--- config.mk ---
export PLATFORM = sky130hd
export DESIGN_NAME = rmv_divider
export DESIGN_NICKNAME = d
export VERILOG_FILES = /design/src/design/rmv_pkg.sv /design/src/design/rmv_divider.sv
export SDC_FILE = /design/constraint.sdc
export NUM_CORES = 1
export LEC_CHECK = 0
export BUFFER_PORTS_ARGS = -buffer_cell sky130_fd_sc_hd__buf_2
export CAP_MARGIN = 20
export CORE_MARGIN = 5
export CORE_UTILIZATION = 58
export DETAILED_ROUTE_END_ITERATION = 8
export PLACE_DENSITY_LB_ADDON = 0.3
export SLEW_MARGIN = 5
export SYNTH_ARGS = -nofsm -noshare
export SYNTH_HDL_FRONTEND = slang
export SYNTH_SLANG_ARGS = --single-unit
--- constraint.sdc ---
create_clock -name clock -period 8.4 [get_ports clock]
set_input_delay 0.42 -clock clock [delete_from_list [all_inputs] [get_ports clock]]
set_output_delay 0.42 -clock clock [all_outputs]
set_load 0.02 [all_outputs]
--- src/design/rmv_pkg.sv ---
// Shared constants and types of the running mean, variance and extremes block.
`default_nettype none

package rmv_pkg;

   // Field widths.
   localparam int SAMPLE_BITS = 16;
   localparam int COUNT_BITS  = 20;
   localparam int FRAC_BITS   = 16;
   localparam int MEAN_BITS   = SAMPLE_BITS + FRAC_BITS;
   localparam int DIFF_BITS   = MEAN_BITS + 1;
   localparam int MAG_BITS    = MEAN_BITS;
   localparam int PROD_BITS   = 2 * MAG_BITS;
   localparam int M2_SHIFT    = 24;
   localparam int M2_BITS     = 61;
   localparam int PART_BITS   = PROD_BITS - M2_SHIFT;
   localparam int STEP_BITS   = $clog2(MAG_BITS);

   // Limits and clear values.
   localparam logic [COUNT_BITS-1:0] COUNT_MAX = '1;
   localparam logic [COUNT_BITS-1:0] COUNT_ONE = COUNT_BITS'(1);
   localparam logic [M2_BITS-1:0]    M2_MAX    = '1;
   localparam logic signed [SAMPLE_BITS-1:0] SAMPLE_MAX = {1'b0, {(SAMPLE_BITS-1){1'b1}}};
   localparam logic signed [SAMPLE_BITS-1:0] SAMPLE_MIN = {1'b1, {(SAMPLE_BITS-1){1'b0}}};
   localparam logic [STEP_BITS-1:0]  STEP_LAST = STEP_BITS'(MAG_BITS - 1);

   // Sequencer states.
   typedef enum logic [2:0] {
      ST_IDLE,
      ST_PREP,
      ST_DIV,
      ST_MUL,
      ST_PUBLISH
   } rmv_state_type;

endpackage

`default_nettype wire

--- src/design/rmv_divider.sv ---
// Restoring divider of a magnitude by the sample count, one quotient bit per cycle.
`default_nettype none

module rmv_divider
   import rmv_pkg::*;
(
   input  wire logic                  clock,
   input  wire logic                  reset,
   input  wire logic                  start,
   input  wire logic [MAG_BITS-1:0]   dividend,
   input  wire logic [COUNT_BITS-1:0] divisor,
   output logic                       done,
   output logic [MAG_BITS-1:0]        quotient
);

   logic                  busy_ff, busy_in;
   logic                  done_ff, done_in;
   logic [STEP_BITS-1:0]  step_ff, step_in;
   logic [MAG_BITS-1:0]   num_ff, num_in;
   logic [COUNT_BITS-1:0] den_ff, den_in;
   logic [COUNT_BITS-1:0] rem_ff, rem_in;
   logic [COUNT_BITS:0]   rem_shift;
   logic [COUNT_BITS:0]   trial;
   logic                  fits;

   // One step: bring down the next dividend bit and try to subtract the divisor.
   // The remainder stays below the divisor, so the shifted value is below twice it.
   always_comb begin
      rem_shift = {rem_ff, num_ff[MAG_BITS-1]};
      trial     = rem_shift - {1'b0, den_ff};
      fits      = ~trial[COUNT_BITS];
      busy_in   = busy_ff;
      done_in   = 1'b0;
      step_in   = step_ff;
      num_in    = num_ff;
      den_in    = den_ff;
      rem_in    = rem_ff;
      if (busy_ff) begin
         rem_in  = fits ? trial[COUNT_BITS-1:0] : rem_shift[COUNT_BITS-1:0];
         num_in  = {num_ff[MAG_BITS-2:0], fits};
         step_in = step_ff + 1'b1;
         if (step_ff == STEP_LAST) begin
            busy_in = 1'b0;
            done_in = 1'b1;
         end
      end else if (start) begin
         busy_in = 1'b1;
         step_in = '0;
         num_in  = dividend;
         den_in  = divisor;
         rem_in  = '0;
      end
   end

   // Control state is reset; the datapath words are not.
   always_ff @(posedge clock) begin
      if (reset) begin
         busy_ff <= 1'b0;
         done_ff <= 1'b0;
         step_ff <= '0;
      end else begin
         busy_ff <= busy_in;
         done_ff <= done_in;
         step_ff <= step_in;
      end
   end

   always_ff @(posedge clock) begin
      num_ff <= num_in;
      den_ff <= den_in;
      rem_ff <= rem_in;
   end

   assign done     = done_ff;
   assign quotient = num_ff;

endmodule

`default_nettype wire

Word-level counts from Yosys, hierarchy flattened
Index checks and enable logic that the tools add are counted.
- bits of input ports: 55
- bits in registers: 79
- logic and storage cells: 25
- output and inout bits: 33
- add/subtract/negate cells: 2
- bitwise logic cells: 2
- reductions and logical operators: 3
- muxes and demuxes: 11
- equal/unequal tests: 1
- operator list (operator ; count):
    $mux W32 ; 2
    $mux W20 ; 3
    $sub A21 B20 Y21 ; 1
    $mux W5 ; 2
    $add A5 B1 Y5 const B ; 1
    $eq A5 B5 Y1 const B ; 1
    $mux W1 ; 4
    $not A1 Y1 ; 2
    $reduce_and A2 Y1 ; 1
    $reduce_bool A2 Y1 ; 1
    $reduce_or A2 Y1 ; 1

Logic depth before layout (Yosys ltp)
- depth in word-level cells: 3
- mapped depth: 12
- gate-level depth less buffers: 10

Least setup slack after synthesis
OpenSTA, ideal clock, no wires.
- path type: register -> register
- start point: register num_ff[31] (netlist: quotient[31])
- end point: register rem_ff[18], data pin
- buffers on the path: 2
- setup slack: 5468 ps
- data required time: 8133 ps
- stages on the path, launching flop included: 13
- setup time: 267 ps
- clock period less this slack: 2932 ps
- arrival time: 2665 ps
- cell sequence: edfxtp_1 -> inv_1 -> ha_1 -> fa_1 -> and2b_1 -> o2111ai_2 -> nand4b_2 -> nand4b_4 -> and4b_1 -> buf_2 -> buf_6 -> o41ai_1 -> a21oi_1
- cells in the longest elaborated chain, start to end: 3
- RTL lines (element ; line ; text):
    start, declared ; rmv_divider.sv:19 ; logic [MAG_BITS-1:0] num_ff, num_in;
    start signal, assigned ; rmv_divider.sv:69 ; num_ff <= num_in;
    $sub A21 B20 Y21 ; rmv_divider.sv:30 ; trial = rem_shift - {1'b0, den_ff};
    $mux W20 ; rmv_divider.sv:39 ; rem_in = fits ? trial[COUNT_BITS-1:0] : rem_shift[COUNT_BITS-1:0];
    $mux W20 ; rmv_divider.sv:38 ; if (busy_ff) begin
    end signal, assigned ; rmv_divider.sv:71 ; rem_ff <= rem_in;
    end, declared ; rmv_divider.sv:21 ; logic [COUNT_BITS-1:0] rem_ff, rem_in;
Every way passes these cells.
A chain may end at the register's enable or synchronous reset.

Final worst setup path
- start point: register num_ff[31] (netlist: quotient[31])
- end point: register rem_ff[10], data pin
The elaborated chain is that of the path after synthesis.

==> results.rst <==
.. list-table::
   :header-rows: 1

   * - Metric
     - Value
   * - H-Tree Depth
     - 3
   * - Ports
     - slightly below 90
   * - Post-synthesis simple-gate area fraction
     - approximately 11%
   * - Hold violation count in the final report
     - 0
   * - # Post-CTS Setup Buffers
     - 0
   * - Initial DRC count
     - 225
   * - Root Buffer Master
     - sky130_fd_sc_hd__clkbuf_8
   * - Critical path start-end classification
     - reg -> reg
   * - XOR/XNOR Fraction of Synth Area
     - under 10%
   * - Fraction of the cycle the final worst path needs
     - between 30% and 40%
   * - TritonCTS clock tree
     - yes
   * - Clock latency on the worst-skew pair
     - 360 ps
   * - Final weighted congestion of routability-driven global placement
     - slightly below 0.9
   * - CTS sink cnt
     - between 70 and 80
   * - Filler cells
     - just under 600
   * - Drt drc
     - 0
   * - Pin count of the biggest net entering global routing
     - 53
   * - Clk pwr share
     - roughly 25%
   * - Delay contributed by the slowest stage of the critical path
     - approximately 620 ps
   * - Min-delay worst type
     - in -> reg
   * - Placeable core region
     - roughly 7600 um^2
   * - Total standard cell area after synthesis
     - around 4500 um^2
   * - Sequential area share after synthesis
     - between 50% and 60%
   * - WL/cell
     - approximately 17 um
   * - DP HPWL
     - between 6000 and 7000 um
   * - Minimum period implied by the final worst setup slack
     - 3303 ps
   * - CTS Buf Count
     - 9
   * - Reported max-cap violation count
     - 0
   * - Cell types with the largest area share after synthesis
     - sky130_fd_sc_hd__edfxtp_1 49%, sky130_fd_sc_hd__mux2_2 7.8%, sky130_fd_sc_hd__ha_1 6.2%
   * - Net switching fraction of the power
     - 33.83%
   * - Number of enable-type register cells in the synthesized netlist
     - 72
   * - Endpoint type of the worst setup path
     - flip-flop
   * - Die Height
     - approximately 100 um
   * - Largest area contributor in the netlist
     - sky130_fd_sc_hd__edfxtp_1
   * - Count of cell types in the netlist
     - 60
   * - Post-synthesis average cell area
     - about 12 um^2
   * - Clock Path Buffers
     - 2
   * - Worst slew margin
     - 33.50%
   * - DRT antenna net count
     - 0
   * - Final WL
     - between 9000 and 10000 um
   * - Maximum resistive drop on vdd
     - between 0.1 and 0.15 mV
   * - Mux contribution to synthesized area
     - under 10%
   * - Worst-margin pin slew
     - roughly 1000 ps
   * - Final-report max-slew violation count
     - 0
   * - Via count
     - 3307
   * - Required arrival time at the worst endpoint
     - around 8600 ps
   * - Yosys warning total
     - 0
   * - Fraction of layout cells with a size suffix above 1
     - 32.11%
   * - Multi-input gate area in the final layout
     - between 1500 and 2000 um^2
   * - Clk pin slew, worst setup/hold paths
     - 90 ps
   * - Total congestion overflow
     - 0
   * - Register cell area after layout
     - around 2300 um^2
   * - Gate count after technology mapping
     - 376
   * - Initial antenna violation count
     - 0
   * - Status
     - finished clean
   * - Crit path max fanout
     - 18
   * - Initial Util
     - between 50% and 60%
   * - First-pass GRT wire length
     - 15570 um
   * - Setup skew after layout
     - about 14 ps
   * - Share of total power in combinational logic
     - about a third
   * - Number of global-route vias before repair
     - between 3k and 4k
   * - First drt pass iteration count
     - 5
   * - RSZ-0062 raised after global routing
     - no
   * - Standard-cell row count
     - 32
   * - Top-area cell type share of the netlist area
     - 48.58%
   * - Worst hold margin
     - roughly 230 ps
   * - CTS-repair resized insts
     - 0
   * - Peak Freq
     - approximately 300 MHz
   * - Ys flop type
     - sky130_fd_sc_hd__edfxtp_1
   * - Most common cell after layout, fill and taps aside
     - sky130_fd_sc_hd__buf_2
   * - Die area
     - 9525 um^2
   * - Via density per instance
     - approximately 5.8
   * - List of cells traversed by the critical path
     - inv_1, ha_1, fa_1, and2b_1, o2111ai_2, nand4b_2, nand4b_4, nand4b_1, nand3_1, a211oi_1
   * - Part of the total power dissipated in sequential elements
     - ~43%
   * - Layout Nets
     - around 540
   * - Internal power summed over all cells
     - 786.5 uW
   * - Area Overhead vs Synth
     - 16.17%
   * - Library cell contributing the largest single delay on the critical path
     - sky130_fd_sc_hd__nand4b_1
   * - # setup viols final
     - 0
   * - Syn_nets
     - between 400 and 500
   * - Share of flip-flops with an asynchronous set or reset
     - 0%
   * - Aggregate negative setup slack
     - 0 ps
   * - Number of hold-repair buffers added at the cts stage
     - 0
   * - Fraction of the mapped netlist area in adder cells
     - 6.635%
   * - Worst Setup Start Kind
     - flip-flop
   * - Horizontal die dimension
     - 97.60 um
   * - Largest family of logic cells by synthesized area
     - compound AO/OA/AOI/OAI gates
   * - Total leakage power
     - 2.168 nW
   * - Synth Area in Compound Gates
     - 15.43%
   * - Combined global-route utilization of all metal layers
     - 20.16%
   * - Areal power density over the cells
     - around 230 nW/um^2
   * - Arrival time reported for the critical path endpoint
     - 3450 ps
   * - Number of antenna diodes
     - 0
   * - Net switching power of the design
     - roughly 400 uW
   * - Register bit count reported by yosys
     - 79
   * - Most frequent cells in the layout
     - 87 x sky130_fd_sc_hd__buf_2, 72 x sky130_fd_sc_hd__edfxtp_1, 31 x sky130_fd_sc_hd__mux2_2
   * - IO buf count
     - 87
## registers in the layout, summed over array words and instances (netlist names)
register	cells
quotient	32
den_ff	20
rem_ff	20
step_ff	5
busy_ff	1
done	1
## cells by family after synthesis
group,Yosys count
AO/OA/AOI/OAI,98
XOR/XNOR,13
AND/OR/NAND/NOR,88
multiplexers,32
flip-flops,79
buffers and inverters,43
adder cells (fa/ha/maj),23
## Yosys cell counts, types with 3 or more instances
master	number
sky130_fd_sc_hd__nand3_1	6
sky130_fd_sc_hd__nand2_1	17
sky130_fd_sc_hd__edfxtp_1	72
sky130_fd_sc_hd__a211oi_1	4
sky130_fd_sc_hd__dfxtp_1	7
sky130_fd_sc_hd__nor3b_1	4
sky130_fd_sc_hd__nand4_1	14
sky130_fd_sc_hd__or3_1	3
sky130_fd_sc_hd__inv_1	24
sky130_fd_sc_hd__a21oi_1	28
sky130_fd_sc_hd__clkbuf_1	6
sky130_fd_sc_hd__xor2_1	6
sky130_fd_sc_hd__nor2_1	16
sky130_fd_sc_hd__nor2b_1	3
sky130_fd_sc_hd__mux2_2	31
sky130_fd_sc_hd__o311ai_0	3
sky130_fd_sc_hd__buf_1	3
sky130_fd_sc_hd__xnor2_1	7
sky130_fd_sc_hd__nor4_1	5
sky130_fd_sc_hd__o31ai_1	9
sky130_fd_sc_hd__a21o_1	8
sky130_fd_sc_hd__o21a_1	10
sky130_fd_sc_hd__ha_1	22
sky130_fd_sc_hd__and3_1	4
sky130_fd_sc_hd__nand2b_1	3
sky130_fd_sc_hd__buf_6	3
sky130_fd_sc_hd__buf_2	6
sky130_fd_sc_hd__o21ai_0	12
sky130_fd_sc_hd__a31oi_1	3
## final cells by class
| class | instances | area share (%) |
|---|---|---|
| clock buffer | 12 | 3.437 |
| clock inverter | 4 | 0.5808 |
| inverter | 25 | 1.815 |
| multi-input combinational | 254 | 37.90 |
| sequential | 79 | 44.55 |
| tap | 102 | 2.469 |
| timing repair buffer | 90 | 9.245 |
## worst paths after layout
| kind | startpoint | endpoint | slack, ps | cells after the start |
|---|---|---|---|---|
| setup reg to reg | quotient[31] | rem_ff[10] | 5100 | 10 |
| setup / recovery | quotient[31] | rem_ff[10] | 5100 | 10 |
| hold reg to reg | step_ff[2] | step_ff[2] | 520 | 2 |
| hold / removal | divisor[15] | den_ff[15] | 230 | 1 |
## per-layer routing
| layer | global-route usage, % | up-vias | routed length [um] |
|---|---|---|---|
| li1 | - | 1606 | - |
| met1 | 26.81 | 1535 | 4340 |
| met2 | 30.57 | 146 | 4171 |
| met3 | 7.322 | 20 | 848 |
| met4 | 6.816 | 0 | 182 |
| met5 | 0 | - | 0 |
## power by group through the flow
stage | combinational, mW | clock (mW) | sequential, mW
final | 0.382 | 0.294 | 0.513
after detailed placement | 0.370 | 0 | 0.522
after global placement | 0.362 | 0 | 0.522
after CTS | 0.373 | 0.297 | 0.514
after global routing | 0.418 | 0.318 | 0.518
after floorplan | 0.273 | 0 | 0.533
## metrics by stage
step	power [mW]	instances	worst slack [ps]	area [um^2]	util (%)
floorplan	0.8058	376	5468	4451	-
global placement	0.8836	547	5314	4920	64.67
detailed placement	0.8922	548	5151	4927	64.77
CTS	1.184	564	5148	5135	67.50
global route	1.254	566	4859	5170	67.96
finish	1.189	566	5097	5170	67.96
## critical path: cells and delay by family (launching register included)
kind	cells	cell delay (ps)
and+or+nand+nor	5	1580
buffers and inverters	1	50
adders and majority gates	2	620
DFF	1	340
AOI/OAI and AO/OA	2	490
Power figures use the tool's default switching activity.
