<file path="config.mk">
export PLATFORM = sky130hd
export DESIGN_NAME = rmv_multiplier
export DESIGN_NICKNAME = d
export VERILOG_FILES = /design/src/design/rmv_pkg.sv /design/src/design/rmv_multiplier.sv
export SDC_FILE = /design/constraint.sdc
export NUM_CORES = 1
export LEC_CHECK = 0
export BUFFER_PORTS_ARGS = -buffer_cell sky130_fd_sc_hd__buf_2
export CAP_MARGIN = 20
export CORE_MARGIN = 3
export CORE_UTILIZATION = 45
export DETAILED_ROUTE_END_ITERATION = 16
export MAX_ROUTING_LAYER = met4
export PLACE_DENSITY = 0.74
export SYNTH_ARGS = -nofsm -noshare
export SYNTH_HDL_FRONTEND = slang
export SYNTH_SLANG_ARGS = --single-unit
</file>
<file path="constraint.sdc">
create_clock -name clock -period 6.3 [get_ports clock]
set_clock_uncertainty 0.1 [all_clocks]
set_input_delay 0.63 -clock clock [delete_from_list [all_inputs] [get_ports clock]]
set_output_delay 0.63 -clock clock [all_outputs]
set_load 0.02 [all_outputs]
</file>
<file path="src/design/rmv_pkg.sv">
// Shared constants and types of the running mean, variance and extremes block.
`default_nettype none

package rmv_pkg;

   // Field widths.
   localparam int SAMPLE_BITS = 16;
   localparam int COUNT_BITS  = 20;
   localparam int FRAC_BITS   = 16;
   localparam int MEAN_BITS   = SAMPLE_BITS + FRAC_BITS;
   localparam int DIFF_BITS   = MEAN_BITS + 1;
   localparam int MAG_BITS    = MEAN_BITS;
   localparam int PROD_BITS   = 2 * MAG_BITS;
   localparam int M2_SHIFT    = 24;
   localparam int M2_BITS     = 61;
   localparam int PART_BITS   = PROD_BITS - M2_SHIFT;
   localparam int STEP_BITS   = $clog2(MAG_BITS);

   // Limits and clear values.
   localparam logic [COUNT_BITS-1:0] COUNT_MAX = '1;
   localparam logic [COUNT_BITS-1:0] COUNT_ONE = COUNT_BITS'(1);
   localparam logic [M2_BITS-1:0]    M2_MAX    = '1;
   localparam logic signed [SAMPLE_BITS-1:0] SAMPLE_MAX = {1'b0, {(SAMPLE_BITS-1){1'b1}}};
   localparam logic signed [SAMPLE_BITS-1:0] SAMPLE_MIN = {1'b1, {(SAMPLE_BITS-1){1'b0}}};
   localparam logic [STEP_BITS-1:0]  STEP_LAST = STEP_BITS'(MAG_BITS - 1);

   // Sequencer states.
   typedef enum logic [2:0] {
      ST_IDLE,
      ST_PREP,
      ST_DIV,
      ST_MUL,
      ST_PUBLISH
   } rmv_state_type;

endpackage

`default_nettype wire

</file>
<file path="src/design/rmv_multiplier.sv">
// Shift-and-add multiplier of two magnitudes, one multiplier bit per cycle.
`default_nettype none

module rmv_multiplier
   import rmv_pkg::*;
(
   input  wire logic                clock,
   input  wire logic                reset,
   input  wire logic                start,
   input  wire logic [MAG_BITS-1:0] op_a,
   input  wire logic [MAG_BITS-1:0] op_b,
   output logic                     done,
   output logic [PROD_BITS-1:0]     product
);

   logic                 busy_ff, busy_in;
   logic                 done_ff, done_in;
   logic [STEP_BITS-1:0] step_ff, step_in;
   logic [MAG_BITS-1:0]  a_ff, a_in;
   logic [PROD_BITS-1:0] acc_ff, acc_in;
   logic [MAG_BITS:0]    upper_sum;

   // The low half starts as the multiplier and is shifted out as the product
   // grows into it; a set low bit adds the multiplicand to the upper half.
   always_comb begin
      upper_sum = {1'b0, acc_ff[PROD_BITS-1:MAG_BITS]}
                + (acc_ff[0] ? {1'b0, a_ff} : {(MAG_BITS+1){1'b0}});
      busy_in   = busy_ff;
      done_in   = 1'b0;
      step_in   = step_ff;
      a_in      = a_ff;
      acc_in    = acc_ff;
      if (busy_ff) begin
         acc_in  = {upper_sum, acc_ff[MAG_BITS-1:1]};
         step_in = step_ff + 1'b1;
         if (step_ff == STEP_LAST) begin
            busy_in = 1'b0;
            done_in = 1'b1;
         end
      end else if (start) begin
         busy_in = 1'b1;
         step_in = '0;
         a_in    = op_a;
         acc_in  = {{MAG_BITS{1'b0}}, op_b};
      end
   end

   always_ff @(posedge clock) begin
      if (reset) begin
         busy_ff <= 1'b0;
         done_ff <= 1'b0;
         step_ff <= '0;
      end else begin
         busy_ff <= busy_in;
         done_ff <= done_in;
         step_ff <= step_in;
      end
   end

   always_ff @(posedge clock) begin
      a_ff   <= a_in;
      acc_ff <= acc_in;
   end

   assign done    = done_ff;
   assign product = acc_ff;

endmodule

`default_nettype wire

</file>
# Yosys cells after proc, flatten, opt, wreduce, memory -nomap -nowiden
# Cells that the tools add are included.
# W data, S select, Z words.
dict set report op_classes {
  bitwise_logic 1
  div 0
  addsub 2
  multipliers 0
  eq_ne 1
  reduce_logical 3
  shift 0
  mux 9
  n_lt_le_gt_ge 0
}
# op count
set op_table {}
lappend op_table {{$mux W64} 2}
lappend op_table {{$add A32 B32 Y33} 1}
lappend op_table {{$mux W32} 1}
lappend op_table {{$mux W5} 2}
lappend op_table {{$add A5 B1 Y5 const B} 1}
lappend op_table {{$eq A5 B5 Y1 const B} 1}
lappend op_table {{$mux W1} 4}
lappend op_table {{$reduce_and A2 Y1} 1}
lappend op_table {{$reduce_bool A2 Y1} 1}
lappend op_table {{$reduce_or A2 Y1} 1}
lappend op_table {{$not A1 Y1} 1}
dict set report totals {
  latch_bits 0
  ramBits 0
  reg_bits 103
  romBits 0
  output_inout_bits 65
  inputBits 67
  memories 0
  elab_cells 21
}

# Depth between registers and ports, before layout
# Gate-level depths: netlist of the first run.
dict set report logic_depth {
  ltp_word 3
  mapped_depth 11
  mapped_depth_nobuf 10
}

# Worst setup path before layout of the first run
# Ideal clock, no wire load.
dict set report synth_path {
  kind {register to register}
  start {register acc_ff[0] (netlist: product[0])}
  end {register acc_ff[50] (netlist: product[50]), data pin}
  arrival_time_ns 2.641
  path_stages_with_launch 12
  setup_ns 0.261
  setup_slack_ns 3.298
  path_buffers 2
  required_ns 5.939
  synth_period_minus_slack_ns 3.002
  path_cell_list {edfxtp_1 > clkbuf_1 > and2_1 > ha_1 > buf_2 > a21oi_1 > nand2_1 > nor2_2 > o311ai_4 > a21oi_2 > mux2_4 > a311o_1}
}
dict set report synth_via {
  elab_chain_len 3
}
# item line_no
set synth_lines {}
lappend synth_lines {{start: declaration} rmv_multiplier.sv:20} ;# logic [PROD_BITS-1:0] acc_ff, acc_in;
lappend synth_lines {{start signal: assignment} rmv_multiplier.sv:62} ;# acc_ff <= acc_in;
lappend synth_lines {{$mux W32} rmv_multiplier.sv:27} ;# + (acc_ff[0] ? {1'b0, a_ff} : {(MAG_BITS+1){1'b0}});
lappend synth_lines {{$add A32 B32 Y33} rmv_multiplier.sv:27}
lappend synth_lines {{$mux W64} rmv_multiplier.sv:33} ;# if (busy_ff) begin
# Every way passes these cells.
# A chain may end at the register's enable or synchronous reset.

# Final worst setup path of the first run
dict set report layout_path {
  start {register acc_ff[0] (netlist: product[0])}
  end {register acc_ff[61] (netlist: product[61]), data pin}
}
# The elaborated chain is that of the path after synthesis.

==> results_dict.tcl, run 1 <==
set metrics [dict create \
    status "finished, final reports clean" \
    synthCells 498 \
    clock-sinks 103 \
    wl_per_cell_um 16.6 \
    tns_ps 0 \
    drtPass1Iterations 6 \
    detail_route.vias_per_cell 5.38 \
    syn_avg_cell_area_um2 11.5 \
    crit_chain "and2_1 -> ha_1 -> fa_1 -> a21o_1 -> a31oi_1 -> o311ai_4 -> nand4_1 -> and2_1 -> nand4bb_1 -> nand4_1" \
    maxSlewHeadroom 0.350 \
    ant_nets 0 \
    cts_buffers 9 \
    cts_resized 0 \
    crit_arrival_ps 3460 \
    antenna_found_initial 0 \
    hold_class "in2reg" \
    die_w_um 119 \
    synth_commonest_cells "edfxtp_1, nor2_1, and2_1" \
    async_reset_ff_frac 0 \
    vias 4295 \
    dp_cells 782 \
    synth_nets 600 \
    cts_tree "yes" \
    syn_to_final_growth_pct 20.0 \
    finalMaxSlewViolations 0 \
    synth_top_area_share 0.503 \
    grt_max_degree 63 \
    hold_viol 0 \
    synth-seq-area-share 0.528 \
    final_cells 798 \
    fmax_mhz 289 \
    critPathLaunchType "flip-flop" \
    hpwlAfterDp_um 9480 \
    clk_pin_slew_ps 80 \
    rsz0062_at_grt "false" \
    p_leak_nw 2.90 \
    layout-drive-gt1-share 0.306 \
    criticalPathCategory "reg2reg" \
    p_total_mw 1.99 \
    design.core.area_um2 12200 \
    drcViolationCount 0 \
    synth_ff_type "edfxtp_1" \
    cp_slowest_cell "edfxtp_1" \
    postCtsSetupBuffers 0 \
    ir_drop_mv 0.245 \
    die_y_um 119 \
    crit_buf_inv 0 \
    place_ws_ps 2830 \
    grt_pass1_wl_um 21800 \
    clk_latency_ps 350 \
    clockBufferDepth 2 \
    synth_edf_count 96 \
    cp_max_fo 33 \
    cts_root_buffer "clkbuf_16" \
    wl_um 13200 \
    synth_cell_types 53 \
    dieArea_um2 14100 \
    ys_seq_elements 103 \
    cp_top_family "simple AND/OR/NAND/NOR gates" \
    slowest_delay_ps 770 \
    tightest_slew_ps 973 \
    rows 40 \
    drv_cap 0 \
    start_util 0.469 \
    port_buffers 131 \
    finalCritPeriodShare 0.548 \
    setup_ws_ps 2840 \
    finalSetupViolations 0 \
    drtIter0Drc 203 \
    grt_pass1_vias 4369 \
    grt-ovfl-total 0 \
    finalCriticalPeriod_ps 3460 \
    power_density_nw_per_um2 290 \
    synth_top_area_cell "edfxtp_1" \
    timing.hold.ws_ps 346 \
    hold_buffers 0 \
    netlist_area_um2 5730 \
    yosysWarnings 0 \
    place.gp.congestion 0.919 \
    grt_usage 0.197 \
    synth_most_common_cell "edfxtp_1" \
    ios 132 \
    crit_path_end_kind "flip-flop" \
    antenna_cells 0 \
    worstPathRequired_ps 6300 \
    htree_levels 3 \
    nets 727 \
    yosys-top-cells-area "edfxtp_1, ha_1, mux2_2" \
]
-- cell type report --
class,count,area (µm²)
clock buffer,10,239
clock inverter,6,81.3
fill,1080,5330
inverter,9,33.8
multi-input combinational,368,2610
sequential,103,3020
tap,168,210
timing repair buffer,134,678
-- routing by layer --
| layer | track usage | vias to the layer above | share of wire |
|---|---|---|---|
| met5 | - | - | 0 |
| met4 | 0.0601 | 0 | 0.019 |
| met2 | 0.302 | 138 | 0.46 |
| met3 | 0.0532 | 22 | 0.059 |
| met1 | 0.258 | 2007 | 0.46 |
| li1 | - | 2128 | - |
-- kinds of logic (layout without fill, tap and decap cells) --
| family | after synthesis | after routing | synth area share |
|---|---|---|---|
| buffers and inverters | 27 | 159 | 0.0181 |
| adder cells (fa/ha/maj) | 35 | 35 | 0.0777 |
| XOR/XNOR | 18 | 18 | 0.0275 |
| AO/OA/AOI/OAI | 106 | 106 | 0.123 |
| multiplexers | 37 | 37 | 0.0725 |
| flip-flops | 103 | 103 | 0.528 |
| AND/OR/NAND/NOR | 172 | 172 | 0.153 |
-- stage by stage --
stage / utilization / cell area [µm²]
after CTS: 0.563 / 6880
after global routing: 0.563 / 6880
final: 0.563 / 6880
after floorplan: - / 5730
after detailed placement: 0.537 / 6560
after global placement: 0.537 / 6560
-- state kept, by name, summed over array words and instances (netlist names) --
| signal | count |
|---|---|
| done | 1 |
| busy_ff | 1 |
| step_ff | 5 |
| product | 64 |
| a_ff | 32 |
-- power by group --
part | leakage (nW) | internal, mW | switching, mW
logic | 1.71 | 0.198 | 0.311
clock network | 0.159 | 0.331 | 0.278
registers | 1.03 | 0.833 | 0.0413
total | 2.90 | 1.36 | 0.631
-- worst reg2reg max path, cell delays in order, from the launching register on --
cell and delay, ps:
edfxtp_1 770, and2_1 310, ha_1 210, fa_1 420
a21o_1 220, a31oi_1 330, o311ai_4 180, nand4_1 200
and2_1 220, nand4bb_1 150, nand4_1 100
-- layout by cell type, fill, tap and decap left out, types with 5 or more instances in the layout --
master / count
and2_1: 39
nand2_1: 35
nor3b_1: 7
and3_1: 6
buf_2: 131
nand4_1: 10
a21o_1: 7
o21bai_1: 5
nand3_1: 10
mux2_2: 32
dfxtp_1: 6
a21oi_1: 37
xor2_1: 6
xnor2_1: 12
inv_1: 8
ha_1: 34
clkbuf_16: 9
o21ai_0: 22
nor2_1: 40
nor3_1: 11
edfxtp_1: 96
-- final timing paths --
check | start | endpoint | slack [ps] | cells past startpoint
worst max-delay path | product[0]$_DFFE_PP_ | product[61]$_SDFFCE_PN0P_ | 2840 | 10
worst min register to register | step_ff[2]$_SDFFE_PP0P_ | step_ff[2]$_SDFFE_PP0P_ | 440 | 2
worst min-delay path | op_a[28] | a_ff[28]$_DFFE_PP_ | 350 | 1
worst max register to register | product[0]$_DFFE_PP_ | product[61]$_SDFFCE_PN0P_ | 2840 | 10
No activity file was read; power rests on OpenSTA's default activity.
==> inputs of run 2 (changes only) <==
PLACE_DENSITY = 0.76   (was 0.74)
clock period = 2.9 ns   (was 6.3 ns; I/O delays follow)
==> run 2 against run 1 <==
Effect of this change:
- the flow now finishes with violations (setup timing)
- final area is 11% higher
- combinational power rose to 2.7 times the previous value
- cell count grew 8.4%
- clock power rose by 99%
- sequential cell count is the same
- core utilization rose by 6.3 points
- critical path type unchanged
- largest cell class unchanged
- largest power group unchanged
==> results_dict.tcl, run 2 (same netlist as run 1, synthesis figures left out) <==
set metrics [dict create \
    reg2reg_slack_ps -4 \
    worstPathRequired_ps 2910 \
    wl_um 14600 \
    syn_to_final_growth_pct 33.4 \
    crit_chain "buf_4 -> and2_1 -> ha_4 -> buf_4 -> nand4_1 -> buf_4 -> o311ai_4 -> a21oi_2 -> mux2_4 -> a311o_1" \
    finalCriticalPeriod_ps 2900 \
    rows 40 \
    slowest_delay_ps 430 \
    cts_root_buffer "clkbuf_16" \
    finalMaxSlewViolations 0 \
    grt_pass1_vias 4870 \
    p_leak_nw 3.21 \
    die_y_um 119 \
    nets 794 \
    wl_per_cell_um 16.9 \
    antenna_cells 0 \
    clk_pin_slew_ps 80 \
    layout-drive-gt1-share 0.392 \
    cts_tree "yes" \
    ir_drop_mv 0.449 \
    power_density_nw_per_um2 584 \
    clk_latency_ps 350 \
    die_w_um 119 \
    ant_nets 0 \
    largest_reg_flops 64 \
    detail_route.vias_per_cell 5.46 \
    placed_area_um2 6870 \
    vias 4722 \
    place_ws_ps -118 \
    grt_usage 0.213 \
    most-common-layout-cells "buf_2, edfxtp_1, buf_4" \
    htree_levels 3 \
    criticalPathCategory "reg2reg" \
    grt-ovfl-total 0 \
    cpMostUsedCell "buf_4" \
    hold_viol 0 \
    final_common_cell "buf_2" \
    design.core.area_um2 12200 \
    clockBufferDepth 2 \
    drtIter0Drc 247 \
    antenna_found_initial 0 \
    cts_buffers 9 \
    hold_class "in2reg" \
    grt_max_degree 44 \
    dieArea_um2 14100 \
    drcViolationCount 0 \
    final_area_um2 7640 \
    hpwlAfterDp_um 10500 \
    tightest_slew_ps 564 \
    finalSetupViolations 1 \
    crit_arrival_ps 2910 \
    finalCritPeriodShare 1.00 \
    start_util 0.469 \
    crit_path_end_kind "flip-flop" \
    clock-sinks 103 \
    ios 132 \
    violations "setup timing" \
    rsz0062_at_grt "true" \
    grt_pass1_wl_um 23700 \
    drv_cap 0 \
    port_buffers 131 \
    fmax_mhz 344 \
    maxSlewHeadroom 0.623 \
    fillers 994 \
    critPathLaunchType "flip-flop" \
    cp_max_fo 8 \
    drtPass1Iterations 5 \
    status "finished, violations left" \
    place.gp.congestion 0.959 \
    setup_ws_ps -4.04 \
    cp_slowest_cell "edfxtp_1" \
]
-- run 2: worst paths after layout --
kind / from / endpoint / depth (start not counted)
worst max-delay path: product[0]$_DFFE_PP_ / product[50]$_SDFFCE_PN0P_ / 10
worst max register to register: product[0]$_DFFE_PP_ / product[50]$_SDFFCE_PN0P_ / 10
worst min-delay path: op_a[4] / a_ff[4]$_DFFE_PP_ / 1
worst min register to register: step_ff[3]$_SDFFE_PP0P_ / step_ff[3]$_SDFFE_PP0P_ / 1
-- run 2: layout make-up --
cell class	instances	area (µm²)	area share
Tap cell	168	210	0.0275
Sequential cell	103	3020	0.396
Clock inverter	7	63.8	0.00835
Inverter	9	33.8	0.00442
Timing Repair Buffer	201	1260	0.164
Clock buffer	9	225	0.0295
Multi-Input combinational cell	368	2830	0.370
-- run 2: stage by stage --
step | util | std cells | hold slack (ps) | total power [mW] | TNS, ps
finish | 0.626 | 865 | 13.3 | 4.46 | -4.04
global route | 0.626 | 865 | 0.580 | 4.69 | -221
CTS | 0.607 | 856 | 0.430 | 4.41 | -7.19
detailed placement | 0.563 | 821 | 368 | 3.16 | -515
global placement | 0.563 | 821 | 358 | 3.12 | -27.3
floorplan | - | 498 | 259 | 2.71 | 0
-- run 2: report_power, final --
part	switching, mW	internal (mW)	leakage (nW)
logic	0.766	0.596	2.05
clock network	0.601	0.604	0.142
registers	0.0883	1.81	1.03
-- run 2: worst max-delay path: cells and delay by family (launching register included) --
family | cells | cell delay (ps)
AO/OA/AOI/OAI | 3 | 740
buffers and inverters | 3 | 490
flip-flops | 1 | 430
multiplexers | 1 | 310
AND/OR/NAND/NOR | 2 | 300
adder cells (fa/ha/maj) | 1 | 270
-- run 2: timing repair --
action,CTS,global route
setup endpoints to repair,13,18
setup buffers,2,5
hold buffers,17,5
hold endpoints to repair,17,5
pin swaps,9,16
resized for setup,17,31
-- run 2: layer usage --
metal	up-vias	routed length, µm	part of all wire	global-route usage
met5	-	0	0	-
met4	0	334	0.023	0.0630
met3	33	851	0.058	0.0556
met2	174	7240	0.49	0.354
met1	2266	6220	0.42	0.258
li1	2249	-	-	-
